$ cat config.mk
export PLATFORM = sky130hd
export DESIGN_NAME = saturating_integer_reduce_alu_unit
export DESIGN_NICKNAME = d
export VERILOG_FILES = /design/src/rtl/core/sira_pkg.sv /design/src/rtl/core/sira_ctrl.sv /design/src/rtl/core/sira_dp.sv /design/src/rtl/core/saturating_integer_reduce_alu_unit.sv
export SDC_FILE = /design/constraint.sdc
export NUM_CORES = 1
export LEC_CHECK = 0
export ABC_AREA = 1
export BUFFER_PORTS_ARGS = -buffer_cell sky130_fd_sc_hd__buf_2
export CAP_MARGIN = 20
export CORE_ASPECT_RATIO = 0.9
export CORE_UTILIZATION = 55
export DETAILED_ROUTE_END_ITERATION = 7
export PLACE_DENSITY = 0.72
export SLEW_MARGIN = 40
export SYNTH_ARGS = -nofsm -noshare
export SYNTH_HDL_FRONTEND = slang
export SYNTH_SLANG_ARGS = --single-unit
$ cat constraint.sdc
create_clock -name clk -period 11.1 [get_ports clk]
set_input_delay 2.22 -clock clk [delete_from_list [all_inputs] [get_ports clk]]
set_output_delay 2.22 -clock clk [all_outputs]
set_load 0.03 [all_outputs]
$ cat src/rtl/core/sira_pkg.sv
// shared types and constants for the saturating integer reduce unit
`timescale 1ns / 1ps

package sira_pkg;

  // operation codes carried by the mode field
  localparam logic [2:0] MODE_ADD = 3'd0;
  localparam logic [2:0] MODE_SUB = 3'd1;
  localparam logic [2:0] MODE_MUL = 3'd2;
  localparam logic [2:0] MODE_DIV = 3'd3;
  localparam logic [2:0] MODE_AVG = 3'd4;

  typedef enum logic [3:0] {
    ST_IDLE,
    ST_PREP,
    ST_MUL,
    ST_MUL_FIN,
    ST_DIV,
    ST_DIV_FIN,
    ST_AVG_LOAD,
    ST_AVG_DIV,
    ST_EMIT
  } state_t;

  // commands from the controller to the datapath
  typedef struct packed {
    logic load;
    logic prep;
    logic mul_step;
    logic mul_fin;
    logic div_step;
    logic div_fin;
    logic avg_load;
    logic emit;
  } cmd_t;

  // status from the datapath to the controller
  typedef struct packed {
    logic need_mul;
    logic need_div;
    logic last;
    logic avg_last;
  } sts_t;

endpackage

$ cat src/rtl/core/sira_ctrl.sv
// controller state machine for the saturating integer reduce unit
`timescale 1ns / 1ps

module sira_ctrl #(
  parameter int DATA_WIDTH = 32
) (
  input  logic            clk,
  input  logic            rst_n,
  input  logic            in_valid,
  output logic            in_stall,
  output logic            out_valid,
  input  logic            out_stall,
  input  sira_pkg::sts_t  sts,
  output sira_pkg::cmd_t  cmd
);

  localparam int CW = $clog2(DATA_WIDTH);
  localparam logic [CW-1:0] STEP_LAST = CW'(DATA_WIDTH - 1);

  sira_pkg::state_t state_r, state_nxt, post_state;
  logic [CW-1:0]    step_r, step_nxt;
  logic             out_valid_r, out_valid_nxt;
  logic             out_free;
  logic             iterating;
  logic             step_done;

  assign out_free  = !out_valid_r || !out_stall;
  assign step_done = (step_r == STEP_LAST);
  assign iterating = (state_r == sira_pkg::ST_MUL) || (state_r == sira_pkg::ST_DIV) ||
                     (state_r == sira_pkg::ST_AVG_DIV);

  // where to go once the item's operation has been applied
  always_comb begin
    if (!sts.last) begin
      post_state = sira_pkg::ST_IDLE;
    end else if (sts.avg_last) begin
      post_state = sira_pkg::ST_AVG_LOAD;
    end else begin
      post_state = sira_pkg::ST_EMIT;
    end
  end

  always_comb begin
    state_nxt = state_r;
    unique case (state_r)
      sira_pkg::ST_IDLE: begin
        if (in_valid) state_nxt = sira_pkg::ST_PREP;
      end
      sira_pkg::ST_PREP: begin
        if (sts.need_mul) begin
          state_nxt = sira_pkg::ST_MUL;
        end else if (sts.need_div) begin
          state_nxt = sira_pkg::ST_DIV;
        end else begin
          state_nxt = post_state;
        end
      end
      sira_pkg::ST_MUL: begin
        if (step_done) state_nxt = sira_pkg::ST_MUL_FIN;
      end
      sira_pkg::ST_MUL_FIN:  state_nxt = post_state;
      sira_pkg::ST_DIV: begin
        if (step_done) state_nxt = sira_pkg::ST_DIV_FIN;
      end
      sira_pkg::ST_DIV_FIN:  state_nxt = post_state;
      sira_pkg::ST_AVG_LOAD: state_nxt = sira_pkg::ST_AVG_DIV;
      sira_pkg::ST_AVG_DIV: begin
        if (step_done) state_nxt = sira_pkg::ST_EMIT;
      end
      sira_pkg::ST_EMIT: begin
        if (out_free) state_nxt = sira_pkg::ST_IDLE;
      end
      default: state_nxt = sira_pkg::ST_IDLE;
    endcase
  end

  always_comb begin
    cmd = '0;
    unique case (state_r)
      sira_pkg::ST_IDLE:     cmd.load     = in_valid;
      sira_pkg::ST_PREP:     cmd.prep     = 1'b1;
      sira_pkg::ST_MUL:      cmd.mul_step = 1'b1;
      sira_pkg::ST_MUL_FIN:  cmd.mul_fin  = 1'b1;
      sira_pkg::ST_DIV:      cmd.div_step = 1'b1;
      sira_pkg::ST_DIV_FIN:  cmd.div_fin  = 1'b1;
      sira_pkg::ST_AVG_LOAD: cmd.avg_load = 1'b1;
      sira_pkg::ST_AVG_DIV:  cmd.div_step = 1'b1;
      sira_pkg::ST_EMIT:     cmd.emit     = out_free;
      default:               cmd          = '0;
    endcase
  end

  assign step_nxt = iterating ? step_r + CW'(1) : '0;

  always_comb begin
    if (cmd.emit) begin
      out_valid_nxt = 1'b1;
    end else if (!out_stall) begin
      out_valid_nxt = 1'b0;
    end else begin
      out_valid_nxt = out_valid_r;
    end
  end

  always_ff @(posedge clk) begin
    if (!rst_n) begin
      state_r     <= sira_pkg::ST_IDLE;
      step_r      <= '0;
      out_valid_r <= 1'b0;
    end else begin
      state_r     <= state_nxt;
      step_r      <= step_nxt;
      out_valid_r <= out_valid_nxt;
    end
  end

  assign in_stall  = (state_r != sira_pkg::ST_IDLE);
  assign out_valid = out_valid_r;

endmodule

$ cat src/rtl/core/sira_dp.sv
// datapath: run state, shift-add multiplier, restoring divider, result register
`timescale 1ns / 1ps

module sira_dp #(
  parameter int DATA_WIDTH = 32
) (
  input  logic               clk,
  input  logic               rst_n,
  input  logic               cfg_we,
  input  logic               cfg_wdata,
  input  logic [2:0]         in_mode,
  input  logic signed [31:0] in_operand,
  input  logic               in_first_item,
  input  logic               in_last_item,
  input  sira_pkg::cmd_t     cmd,
  output sira_pkg::sts_t     sts,
  output logic signed [31:0] out_result,
  output logic               out_saturated,
  output logic               out_divide_by_zero
);

  localparam int W  = DATA_WIDTH;
  localparam int DW = (W > 32) ? W : 32;
  localparam logic [W-1:0] SMIN = {1'b1, {(W-1){1'b0}}};
  localparam logic [W-1:0] SMAX = {1'b0, {(W-1){1'b1}}};
  localparam logic [W-1:0] ONES = {W{1'b1}};
  localparam logic [W-1:0] ONE  = W'(1);

  logic chk_r;

  // latched item
  logic [2:0]   mode_r;
  logic [W-1:0] op_r;
  logic         first_r, last_r;

  // run state
  logic [W-1:0] acc_r, acc_nxt;
  logic [31:0]  cnt_r, cnt_nxt;
  logic         stop_r, stop_nxt;
  logic         sat_r, sat_nxt;
  logic         dz_r, dz_nxt;

  // iterative units
  logic [2*W-1:0] prod_r, prod_nxt;
  logic [W-1:0]   mcand_r, mcand_nxt;
  logic [DW-1:0]  rem_r, rem_nxt;
  logic [W-1:0]   quo_r, quo_nxt;
  logic [DW-1:0]  dvs_r, dvs_nxt;
  logic           neg_r, neg_nxt;

  // output register
  logic signed [31:0] res_r;
  logic               osat_r, odz_r;

  logic         start, active;
  logic [W-1:0] a_init, a_eff, a_mag, b_mag, acc_mag;
  logic [W-1:0] sum, dif, sat_val;
  logic         ov_add, ov_sub;
  logic         div_zero, div_minus;
  logic [W:0]   msum;
  logic [DW:0]  shifted, diff;
  logic         ge;
  logic [W-1:0] lim, plow, quo_signed, res_w;
  logic         mul_ovf;

  assign start  = first_r || (cnt_r == '0);
  assign active = start || !stop_r;

  always_comb begin
    unique case (mode_r)
      sira_pkg::MODE_MUL: a_init = ONE;
      sira_pkg::MODE_DIV: a_init = op_r;
      default:            a_init = '0;
    endcase
  end

  assign a_eff   = start ? a_init : acc_r;
  assign a_mag   = a_eff[W-1] ? -a_eff : a_eff;
  assign b_mag   = op_r[W-1] ? -op_r : op_r;
  assign acc_mag = acc_r[W-1] ? -acc_r : acc_r;
  assign sum     = a_eff + op_r;
  assign dif     = a_eff - op_r;
  assign ov_add  = (a_eff[W-1] == op_r[W-1]) && (sum[W-1] != a_eff[W-1]);
  assign ov_sub  = (a_eff[W-1] != op_r[W-1]) && (dif[W-1] != a_eff[W-1]);
  assign sat_val = a_eff[W-1] ? SMIN : SMAX;

  assign div_zero  = (op_r == '0);
  assign div_minus = (a_eff == SMIN) && (op_r == ONES);

  assign sts.need_mul = active && (mode_r == sira_pkg::MODE_MUL);
  assign sts.need_div = active && !start && (mode_r == sira_pkg::MODE_DIV) &&
                        !div_zero && !div_minus;
  assign sts.last     = last_r;
  assign sts.avg_last = last_r && (mode_r == sira_pkg::MODE_AVG);

  // one bit of the shift-add multiply
  assign msum = {1'b0, prod_r[2*W-1:W]} + (prod_r[0] ? {1'b0, mcand_r} : '0);

  // one bit of the restoring divide; the remainder stays below the divisor
  assign shifted = {rem_r, quo_r[W-1]};
  assign diff    = shifted - {1'b0, dvs_r};
  assign ge      = !diff[DW];

  assign lim        = neg_r ? SMIN : SMAX;
  assign plow       = prod_r[W-1:0];
  assign mul_ovf    = prod_r > {{W{1'b0}}, lim};
  assign quo_signed = neg_r ? -quo_r : quo_r;
  assign res_w      = sts.avg_last ? quo_signed : acc_r;

  always_comb begin
    acc_nxt  = acc_r;
    cnt_nxt  = cnt_r;
    stop_nxt = stop_r;
    sat_nxt  = sat_r;
    dz_nxt   = dz_r;
    if (cmd.prep) begin
      if (start) begin
        cnt_nxt  = 32'd1;
        stop_nxt = 1'b0;
        sat_nxt  = 1'b0;
        dz_nxt   = 1'b0;
      end else if (!stop_r && (cnt_r != '1)) begin
        cnt_nxt = cnt_r + 32'd1;
      end
      acc_nxt = a_eff;
      if (active) begin
        unique case (mode_r)
          sira_pkg::MODE_ADD: begin
            if (chk_r && ov_add) begin
              acc_nxt  = sat_val;
              sat_nxt  = 1'b1;
              stop_nxt = 1'b1;
            end else begin
              acc_nxt = sum;
            end
          end
          sira_pkg::MODE_SUB: begin
            if (chk_r && ov_sub) begin
              acc_nxt  = sat_val;
              sat_nxt  = 1'b1;
              stop_nxt = 1'b1;
            end else begin
              acc_nxt = dif;
            end
          end
          sira_pkg::MODE_AVG: acc_nxt = sum;
          sira_pkg::MODE_DIV: begin
            // the starting item only loads the dividend
            if (!start) begin
              if (div_zero) begin
                acc_nxt  = (a_eff == '0) ? a_eff : sat_val;
                dz_nxt   = 1'b1;
                stop_nxt = 1'b1;
              end else if (div_minus) begin
                acc_nxt  = SMAX;
                sat_nxt  = 1'b1;
                stop_nxt = 1'b1;
              end
            end
          end
          default: acc_nxt = a_eff;
        endcase
      end
    end else if (cmd.mul_fin) begin
      if (chk_r && mul_ovf) begin
        acc_nxt  = lim;
        sat_nxt  = 1'b1;
        stop_nxt = 1'b1;
      end else begin
        acc_nxt = neg_r ? -plow : plow;
      end
    end else if (cmd.div_fin) begin
      acc_nxt = quo_signed;
    end else if (cmd.emit) begin
      acc_nxt  = '0;
      cnt_nxt  = '0;
      stop_nxt = 1'b0;
      sat_nxt  = 1'b0;
      dz_nxt   = 1'b0;
    end
  end

  always_comb begin
    prod_nxt  = prod_r;
    mcand_nxt = mcand_r;
    rem_nxt   = rem_r;
    quo_nxt   = quo_r;
    dvs_nxt   = dvs_r;
    neg_nxt   = neg_r;
    if (cmd.prep) begin
      mcand_nxt = a_mag;
      prod_nxt  = {{W{1'b0}}, b_mag};
      rem_nxt   = '0;
      quo_nxt   = a_mag;
      dvs_nxt   = DW'(b_mag);
      neg_nxt   = a_eff[W-1] ^ op_r[W-1];
    end else if (cmd.avg_load) begin
      rem_nxt = '0;
      quo_nxt = acc_mag;
      dvs_nxt = DW'(cnt_r);
      neg_nxt = acc_r[W-1];
    end else if (cmd.mul_step) begin
      prod_nxt = {msum, prod_r[W-1:1]};
    end else if (cmd.div_step) begin
      rem_nxt = ge ? diff[DW-1:0] : shifted[DW-1:0];
      quo_nxt = {quo_r[W-2:0], ge};
    end
  end

  always_ff @(posedge clk) begin
    if (!rst_n) begin
      chk_r  <= 1'b1;
      acc_r  <= '0;
      cnt_r  <= '0;
      stop_r <= 1'b0;
      sat_r  <= 1'b0;
      dz_r   <= 1'b0;
    end else begin
      if (cfg_we) chk_r <= cfg_wdata;
      acc_r  <= acc_nxt;
      cnt_r  <= cnt_nxt;
      stop_r <= stop_nxt;
      sat_r  <= sat_nxt;
      dz_r   <= dz_nxt;
    end
  end

  always_ff @(posedge clk) begin
    if (cmd.load) begin
      mode_r  <= in_mode;
      op_r    <= W'(in_operand);
      first_r <= in_first_item;
      last_r  <= in_last_item;
    end
    prod_r  <= prod_nxt;
    mcand_r <= mcand_nxt;
    rem_r   <= rem_nxt;
    quo_r   <= quo_nxt;
    dvs_r   <= dvs_nxt;
    neg_r   <= neg_nxt;
    if (cmd.emit) begin
      res_r  <= 32'($signed(res_w));
      osat_r <= sat_r;
      odz_r  <= dz_r;
    end
  end

  assign out_result         = res_r;
  assign out_saturated      = osat_r;
  assign out_divide_by_zero = odz_r;

endmodule

$ cat src/rtl/core/saturating_integer_reduce_alu_unit.sv
// top level of the saturating integer reduce unit
`timescale 1ns / 1ps

// Folds a run of signed operands into one result under the item's mode (sum,
// negated sum, product, left-to-right quotient, truncating average), with
// optional saturation that ends the run. One item is taken at a time: after
// the transfer, add, subtract, average and the divide cases settled without
// dividing pass through the prep state only; multiply and divide then run
// the one-bit-per-cycle shift-add or restoring unit and a finish state. A
// last item then loads the result register, and that step waits while an
// earlier result is still stalled; a last average item also runs the
// divider once more. The next item is taken while a result waits.
module saturating_integer_reduce_alu_unit #(
  parameter int DATA_WIDTH = 32
) (
  input  logic               clk,
  input  logic               rst_n,
  input  logic               cfg_we,
  input  logic               cfg_wdata,
  input  logic               in_valid,
  output logic               in_stall,
  input  logic [2:0]         in_mode,
  input  logic signed [31:0] in_operand,
  input  logic               in_first_item,
  input  logic               in_last_item,
  output logic               out_valid,
  input  logic               out_stall,
  output logic signed [31:0] out_result,
  output logic               out_saturated,
  output logic               out_divide_by_zero
);

  sira_pkg::cmd_t cmd;
  sira_pkg::sts_t sts;

  sira_ctrl #(
    .DATA_WIDTH(DATA_WIDTH)
  ) u_ctrl (
    .clk       (clk),
    .rst_n     (rst_n),
    .in_valid  (in_valid),
    .in_stall  (in_stall),
    .out_valid (out_valid),
    .out_stall (out_stall),
    .sts       (sts),
    .cmd       (cmd)
  );

  sira_dp #(
    .DATA_WIDTH(DATA_WIDTH)
  ) u_dp (
    .clk                (clk),
    .rst_n              (rst_n),
    .cfg_we             (cfg_we),
    .cfg_wdata          (cfg_wdata),
    .in_mode            (in_mode),
    .in_operand         (in_operand),
    .in_first_item      (in_first_item),
    .in_last_item       (in_last_item),
    .cmd                (cmd),
    .sts                (sts),
    .out_result         (out_result),
    .out_saturated      (out_saturated),
    .out_divide_by_zero (out_divide_by_zero)
  );

endmodule

==> results of run 1 <==
## layout make-up
class                      count  area, sq um  share of cell area (%)
multi-input combinational   3251        17300                    55.5
timing repair buffer         114          712                    2.29
sequential                   342         8850                    28.4
clock inverter                18          249                   0.800
inverter                     536         2010                    6.48
clock buffer                  59         1170                    3.76
tap                          688          861                    2.77
## cell families (layout without fill, tap and decap cells)
| family | after synthesis | after routing | synth area share, % |
|---|---|---|---|
| and+or+nand+nor | 1971 | 1971 | 28.9 |
| AOI/OAI and AO/OA | 911 | 911 | 17.3 |
| buffers and inverters | 699 | 727 | 9.49 |
| DFF | 342 | 342 | 30.8 |
| xor gates and xnor gates | 197 | 197 | 6.00 |
| adders and majority gates | 172 | 172 | 7.59 |
## cell usage after synthesis (all sizes together), types with 3 or more instances
library cell  number  area (sq um)
o211ai            44           330
a21oi            389          1950
o221ai             9          78.8
a211oi            10          75.1
o31ai              7          52.6
clkinv             5          18.8
fa                 4          80.1
nor4              29           181
inv              531          1990
ha               168          2100
o21bai            10          75.1
a21boi            11          82.6
buf               47           280
dfxtp            142          2840
a221oi             6          52.6
o22ai              3          18.8
nand3            206          1050
clkbuf           116           435
o21a               7          52.6
edfxtp           200          6010
xor2             162          1420
a31oi             24           150
nand4             50           319
xnor2             35           307
o21ai            369          1870
nor3b              9          67.6
nor2             405          1580
or2               12          75.1
nand2           1151          4410
nand3b            20           150
nor3              83           430
o311ai             3          26.3
a21o               7          52.6
## state kept, by name, summed over array words and instances, names as in the netlist, 3 cells and up
name,cells
u_dp.acc_r,32
u_dp.op_r,32
u_dp.out_result,32
u_dp.quo_r,32
u_dp.prod_r,64
u_dp.dvs_r,32
u_dp.cnt_r,32
u_ctrl.step_r,5
u_dp.mcand_r,32
u_ctrl.state_r,4
u_dp.mode_r,3
u_dp.rem_r,32
## power by group
group / internal, mW / switching [mW]
Combinational: 1.29 / 3.28
Sequential: 1.72 / 0.256
Clock: 0.856 / 0.573
Total: 3.87 / 4.10
## routing by layer
| layer | vias up | GRT usage (%) | wire length [um] |
|---|---|---|---|
| li1 | 14200 | - | - |
| met1 | 13300 | 56.8 | 45300 |
| met2 | 1734 | 53.5 | 40400 |
| met3 | 231 | 9.95 | 14500 |
| met4 | 0 | 18.3 | 5720 |
| met5 | - | 0 | 0 |
## metrics by stage
step | hold WS [ns] | total power [mW]
final | 0.429 | 7.97
after global routing | 0.431 | 8.44
after CTS | 0.423 | 7.78
after detailed placement | 0.446 | 6.33
after global placement | 0.436 | 6.33
after floorplan | 0.408 | 4.95
## worst reg2reg max path, delay by kind of cell, from the launching register on
family | cells | cell delay, ns
adder cells (fa/ha/maj) | 1 | 0.43
buffers and inverters | 3 | 0.61
flip-flops | 1 | 0.45
AO/OA/AOI/OAI | 5 | 0.99
AND/OR/NAND/NOR | 20 | 2.99
## layout by cell type, fill, tap and decap left out, types with 12 or more instances in the layout
cell	instances
sky130_fd_sc_hd__nand3b_1	20
sky130_fd_sc_hd__edfxtp_1	200
sky130_fd_sc_hd__xor2_1	162
sky130_fd_sc_hd__o21ai_0	354
sky130_fd_sc_hd__nand2_1	1116
sky130_fd_sc_hd__buf_4	31
sky130_fd_sc_hd__nor3_1	79
sky130_fd_sc_hd__inv_1	520
sky130_fd_sc_hd__nor4_1	29
sky130_fd_sc_hd__a21oi_1	389
sky130_fd_sc_hd__nand4_1	49
sky130_fd_sc_hd__clkbuf_16	43
sky130_fd_sc_hd__nand2_2	33
sky130_fd_sc_hd__nand3_1	203
sky130_fd_sc_hd__buf_2	78
sky130_fd_sc_hd__clkbuf_1	12
sky130_fd_sc_hd__nor2_1	384
sky130_fd_sc_hd__o211ai_1	44
sky130_fd_sc_hd__xnor2_1	35
sky130_fd_sc_hd__or2_2	12
sky130_fd_sc_hd__a31oi_1	24
sky130_fd_sc_hd__dfxtp_1	142
sky130_fd_sc_hd__ha_1	168
## path summary, 6_finish.rpt
path	startpoint	to	slack, ns	cells after the start
worst min register to register	u_dp.dz_r$_SDFFE_PN0P_	u_dp.out_divide_by_zero$_DFFE_PP_	0.43	0
worst max register to register	u_dp.mode_r[2]$_DFFE_PP_	u_dp.acc_r[28]$_SDFFE_PN0P_	5.51	29
worst min-delay path	u_dp.dz_r$_SDFFE_PN0P_	u_dp.out_divide_by_zero$_DFFE_PP_	0.43	0
worst max-delay path	u_dp.mode_r[2]$_DFFE_PP_	u_dp.acc_r[28]$_SDFFE_PN0P_	5.51	29
==> flow_summary.rst, run 1 <==
.. list-table::
   :header-rows: 1

   * - Metric
     - Value
   * - Run status
     - finished clean
   * - Sequential area share after synthesis
     - 30.8%
   * - Share of layout cells above drive strength 1
     - 6.23%
   * - Cells after Synth
     - ~4300
   * - Number of design rule violations left after detail routing
     - 0
   * - Via Count
     - 29400
   * - Number of max-cap violations
     - 0
   * - Post-route clock period utilization
     - about half
   * - Count of cell types in the netlist
     - 60
   * - Combined global-route utilization of all metal layers
     - 39.1%
   * - Required time of the critical path
     - roughly 12 ns
   * - Die Height
     - 219 um
   * - Worst relative slew slack
     - 35.9%
   * - Final weighted congestion in routability-driven placement
     - 1.04
   * - Final Setup Violations
     - 0
   * - Post-Syn Area per Cell
     - 6.70 sq um
   * - Count of non-filler cells in the finished layout
     - roughly 5000
   * - ANT nets after route
     - 0
   * - Post-route cell area
     - 31100 sq um
   * - Die boundary width
     - between 200 and 250 um
   * - Initial cell density of the core
     - 55.6%
   * - Placement Setup Slack
     - about 5.7 ns
   * - Register clock-pin slew on the reported worst setup and hold paths
     - 0.06 ns
   * - Drt wl/cell
     - 21.2 um
   * - Final core occ
     - 60.2%
   * - Cell with the largest stage delay on the worst path
     - sky130_fd_sc_hd__nor2_4
   * - Crit Path Class
     - register to register
   * - Maximum clock frequency
     - 179 MHz
   * - Area of the die
     - between 50000 and 60000 sq um
   * - Number of nets at the end of the flow
     - 4502
   * - Post-CTS Repair Setup Buffers
     - 0
   * - Data arrival time of the critical path
     - 6.06 ns
   * - Worst setup skew after layout
     - 0.0589 ns
   * - Endpoint class of the critical path
     - register
   * - Buffer depth of the longest clock path
     - 3
   * - Unrepaired setup endpoints after global routing
     - no
   * - Number of antenna violations at the first check in global routing
     - 0
   * - Total instance count after detailed placement
     - just under 5000
   * - Clock buffer count from CTS
     - 42
   * - Pwr Density
     - 256 nW/um^2
   * - Setup crit start kind
     - register
   * - Post-synth EDFFs
     - 200
   * - Clock tree from TritonCTS
     - done
   * - Flop and latch count out of synthesis
     - 342
   * - Number of DRC markers in iteration 0
     - roughly 3800
   * - Area of the placeable core
     - between 50000 and 60000 sq um
   * - Final global-route overflow total
     - 0
   * - Number of input and output port buffers inserted
     - 78
   * - Hold Violations, Final
     - 0
   * - Worst slew pin tran
     - 0.951 ns
   * - Predominant post-synthesis flop cell
     - sky130_fd_sc_hd__edfxtp_1
   * - CTS hold repair buffers
     - 0
   * - Final total negative setup slack
     - 0 ns
   * - Final antenna diode count
     - 0
   * - Total wire length
     - 106 mm
   * - Fraction of registers with async set/reset
     - 0%
   * - Number of gates given a new drive strength after cts
     - 0
   * - Total number of clock tree sinks
     - 342
   * - Cell repeated most along the worst path
     - sky130_fd_sc_hd__nand2_1
   * - Number of warning messages in the yosys log
     - 0
   * - Post-synthesis cell area
     - 28800 sq um
   * - Clock tree root buffer cell
     - sky130_fd_sc_hd__clkbuf_16
   * - Number of ports placed on the die boundary
     - 79
   * - Filler Cell Count
     - 4970
   * - H-Tree Depth
     - 2
   * - Vias in the first global route
     - 26300
   * - Global-route wire length before repair
     - ~160 mm
   * - Cell area reported after detailed placement
     - approximately 30000 sq um
   * - Syn_nets
     - 4507
   * - Number of core rows
     - 79
   * - Final critical path time including I/O delays and setup
     - ~5.6 ns
   * - Tightest Hold Check Type
     - register to register
   * - Post-detailed-placement half-perimeter wirelength
     - 81.4 mm
   * - Insertion delay of the later-clocked pin in the worst-skew pair
     - 0.60 ns
   * - Post-route worst setup slack
     - 5.51 ns
   * - Critical path buffers and inverters
     - 3
   * - Vias/cell
     - 5.88
   * - Largest vdd supply drop
     - 0.000184 V
   * - P&R area growth vs syn
     - 8.19%
   * - Drt first pass iters
     - 6
   * - Largest net degree at the start of global routing
     - 171
   * - Largest stage delay, worst path
     - 0.63 ns
   * - Maximum fanout count along the critical path
     - 34
   * - Leakage
     - 14.4 nW
   * - Cell family contributing the most delay on the critical path
     - simple AND/OR/NAND/NOR gates
   * - Final Max Tran Viols
     - 0
Power figures use the tool's default switching activity.
==> run 2: changes to the inputs <==
clock period = 5.25 ns   (was 11.1 ns; I/O delays follow)
==> flow_summary.rst, run 2 (same netlist as run 1, synthesis figures left out) <==
.. list-table::
   :header-rows: 1

   * - Metric
     - Value
   * - Placement Setup Slack
     - 0.434 ns (was 5.71 ns)
   * - Final weighted congestion in routability-driven placement
     - 1.05 (was 1.04)
   * - Vias/cell
     - 5.94 (was 5.88)
   * - Critical path buffers and inverters
     - 7 (was 3)
   * - Run status
     - finished clean (unchanged)
   * - Insertion delay of the later-clocked pin in the worst-skew pair
     - 0.59 ns (was 0.60 ns)
   * - P&R area growth vs syn
     - 9.61% (was 8.19%)
   * - Via Count
     - 30000 (was 29400)
   * - Total power draw
     - 17.3 mW (was 7.97 mW)
   * - Required time of the critical path
     - 5.74 ns (was 11.57 ns)
   * - Area of the die
     - 53200 sq um (unchanged)
   * - Unrepaired setup endpoints after global routing
     - no (unchanged)
   * - Global-route wire length before repair
     - 161 mm (was 159 mm)
   * - Number of max-cap violations
     - 0 (unchanged)
   * - Die boundary width
     - 243 um (unchanged)
   * - Endpoint class of the critical path
     - register (unchanged)
   * - Hold Violations, Final
     - 0 (unchanged)
   * - Top register by number of flip-flops
     - u_dp.prod_r (unchanged)
   * - Maximum clock frequency
     - 203 MHz (was 179 MHz)
   * - Number of flip-flops in the largest register
     - 64 (unchanged)
   * - Tightest Hold Check Type
     - register to register (unchanged)
   * - Buffer depth of the longest clock path
     - 3 (unchanged)
   * - Die Height
     - 219 um (unchanged)
   * - Number of nets at the end of the flow
     - 4540 (was 4502)
   * - Number of design rule violations left after detail routing
     - 0 (unchanged)
   * - Share of layout cells above drive strength 1
     - 7.23% (was 6.23%)
   * - Final total negative setup slack
     - 0 ns (unchanged)
   * - Pwr Density
     - 549 nW/um^2 (was 256 nW/um^2)
   * - Final critical path time including I/O delays and setup
     - 4.92 ns (was 5.59 ns)
   * - Number of input and output port buffers inserted
     - 78 (unchanged)
   * - Final global-route overflow total
     - 0 (unchanged)
   * - Most frequent cells in the layout
     - sky130_fd_sc_hd__nand2_1 (1117), sky130_fd_sc_hd__inv_1 (520), sky130_fd_sc_hd__a21oi_1 (389) (was sky130_fd_sc_hd__nand2_1 (1116), sky130_fd_sc_hd__inv_1 (520), sky130_fd_sc_hd__a21oi_1 (389))
   * - Number of gates given a new drive strength after cts
     - 0 (unchanged)
   * - Most frequent standard cell in the layout excluding fill and tap cells
     - sky130_fd_sc_hd__nand2_1 (unchanged)
   * - Final Setup Violations
     - 0 (unchanged)
   * - Drt first pass iters
     - 7 (was 6)
   * - Total number of clock tree sinks
     - 342 (unchanged)
   * - Final antenna diode count
     - 0 (unchanged)
   * - Combined global-route utilization of all metal layers
     - 39.8% (was 39.1%)
   * - Register clock-pin slew on the reported worst setup and hold paths
     - 0.06 ns (about the same)
   * - Post-route clock period utilization
     - 93.8% (was 50.4%)
   * - Worst setup skew after layout
     - 0.0341 ns (was 0.0589 ns)
   * - Clock tree root buffer cell
     - sky130_fd_sc_hd__clkbuf_16 (unchanged)
   * - Clock tree from TritonCTS
     - done (unchanged)
   * - Vias in the first global route
     - 26700 (was 26300)
   * - Cell area reported after detailed placement
     - 30000 sq um (was 29700 sq um)
   * - Leakage
     - 14.6 nW (was 14.4 nW)
   * - Final core occ
     - 61.0% (was 60.2%)
   * - Clock buffer count from CTS
     - 41 (was 42)
   * - Hold slack final
     - 0.432 ns (was 0.429 ns)
   * - CTS hold repair buffers
     - 0 (unchanged)
   * - Final Max Tran Viols
     - 0 (unchanged)
   * - Largest vdd supply drop
     - 0.000318 V (was 0.000184 V)
   * - Post-route worst setup slack
     - 0.326 ns (was 5.51 ns)
   * - Area of the placeable core
     - 51700 sq um (unchanged)
   * - Drt wl/cell
     - 21.4 um (was 21.2 um)
   * - Largest net degree at the start of global routing
     - 172 (was 171)
   * - Cell with the largest stage delay on the worst path
     - sky130_fd_sc_hd__ha_1 (was sky130_fd_sc_hd__nor2_4)
   * - Cell repeated most along the worst path
     - sky130_fd_sc_hd__nand2_1 (unchanged)
   * - Number of ports placed on the die boundary
     - 79 (unchanged)
   * - Post-CTS Repair Setup Buffers
     - 0 (unchanged)
   * - Post-route cell area
     - 31500 sq um (was 31100 sq um)
   * - Largest stage delay, worst path
     - 0.50 ns (was 0.63 ns)
   * - Crit Path Class
     - register to register (unchanged)
   * - Total wire length
     - 108 mm (was 106 mm)
   * - Total instance count after detailed placement
     - 4969 (was 4931)
   * - Post-detailed-placement half-perimeter wirelength
     - 84.0 mm (was 81.4 mm)
   * - Worst relative slew slack
     - 37.3% (was 35.9%)
   * - Setup crit start kind
     - register (unchanged)
   * - Number of DRC markers in iteration 0
     - 4057 (was 3792)
   * - Data arrival time of the critical path
     - 5.41 ns (was 6.06 ns)
   * - Initial cell density of the core
     - 55.6% (unchanged)
   * - Maximum fanout count along the critical path
     - 19 (was 34)
   * - H-Tree Depth
     - 2 (unchanged)
   * - Cell family contributing the most delay on the critical path
     - simple AND/OR/NAND/NOR gates (unchanged)
   * - Number of antenna violations at the first check in global routing
     - 2 (was 0)
   * - Number of core rows
     - 79 (unchanged)
   * - ANT nets after route
     - 0 (unchanged)
   * - Worst slew pin tran
     - 0.931 ns (was 0.951 ns)
   * - Count of non-filler cells in the finished layout
     - 5046 (was 5008)
-- run 2: cell types whose count changed in the layout (fill, tap and decap cells not counted), moves of 2 or more --
cell                         before  now
sky130_fd_sc_hd__o21ai_1         11   13
sky130_fd_sc_hd__bufinv_16        5    8
sky130_fd_sc_hd__clkbuf_1        12    4
sky130_fd_sc_hd__buf_12           1    3
sky130_fd_sc_hd__clkinvlp_4       0    7
sky130_fd_sc_hd__buf_4           31   69
-- run 2: power by group --
group | switching (mW) | internal, mW
registers | 0.542 | 3.63
logic | 7.07 | 2.87
clock network | 1.26 | 1.93
total | 8.88 | 8.44
-- run 2: routing by layer --
layer	share of wire [%]	global-route usage, %	vias up
met5	0.014	0	-
met1	43	58.0	13600
met4	4.8	17.7	2
met2	39	55.0	1904
met3	13	9.67	237
li1	-	-	14300
-- run 2: path summary, 6_finish.rpt --
path / from / endpoint / slack (ns) / depth (start not counted)
hold reg to reg: u_dp.dz_r$_SDFFE_PN0P_ / u_dp.out_divide_by_zero$_DFFE_PP_ / 0.43 / 0
setup reg to reg: u_dp.cnt_r[0]$_SDFFE_PN0P_ / u_dp.acc_r[7]$_SDFFE_PN0P_ / 0.33 / 30
hold / removal: u_dp.dz_r$_SDFFE_PN0P_ / u_dp.out_divide_by_zero$_DFFE_PP_ / 0.43 / 0
setup / recovery: u_dp.cnt_r[0]$_SDFFE_PN0P_ / u_dp.acc_r[7]$_SDFFE_PN0P_ / 0.33 / 30
-- run 2: worst reg2reg max path: cells and delay by family (launching register included) --
| kind | cells | cell delay (ns) |
|---|---|---|
| DFF | 1 | 0.37 |
| AOI/OAI and AO/OA | 3 | 0.70 |
| adders and majority gates | 2 | 0.72 |
| and+or+nand+nor | 18 | 1.90 |
| buffers and inverters | 7 | 1.11 |
-- run 2: area by class of cell --
cell class                      instances  area (sq um)
Sequential cell                       342          8850
Tap cell                              688           861
Clock buffer                           49          1120
Clock inverter                         27           390
Multi-Input combinational cell       3251         17200
Fill cell                            4982         20200
Timing Repair Buffer                  153          1040
Inverter                              536          2010
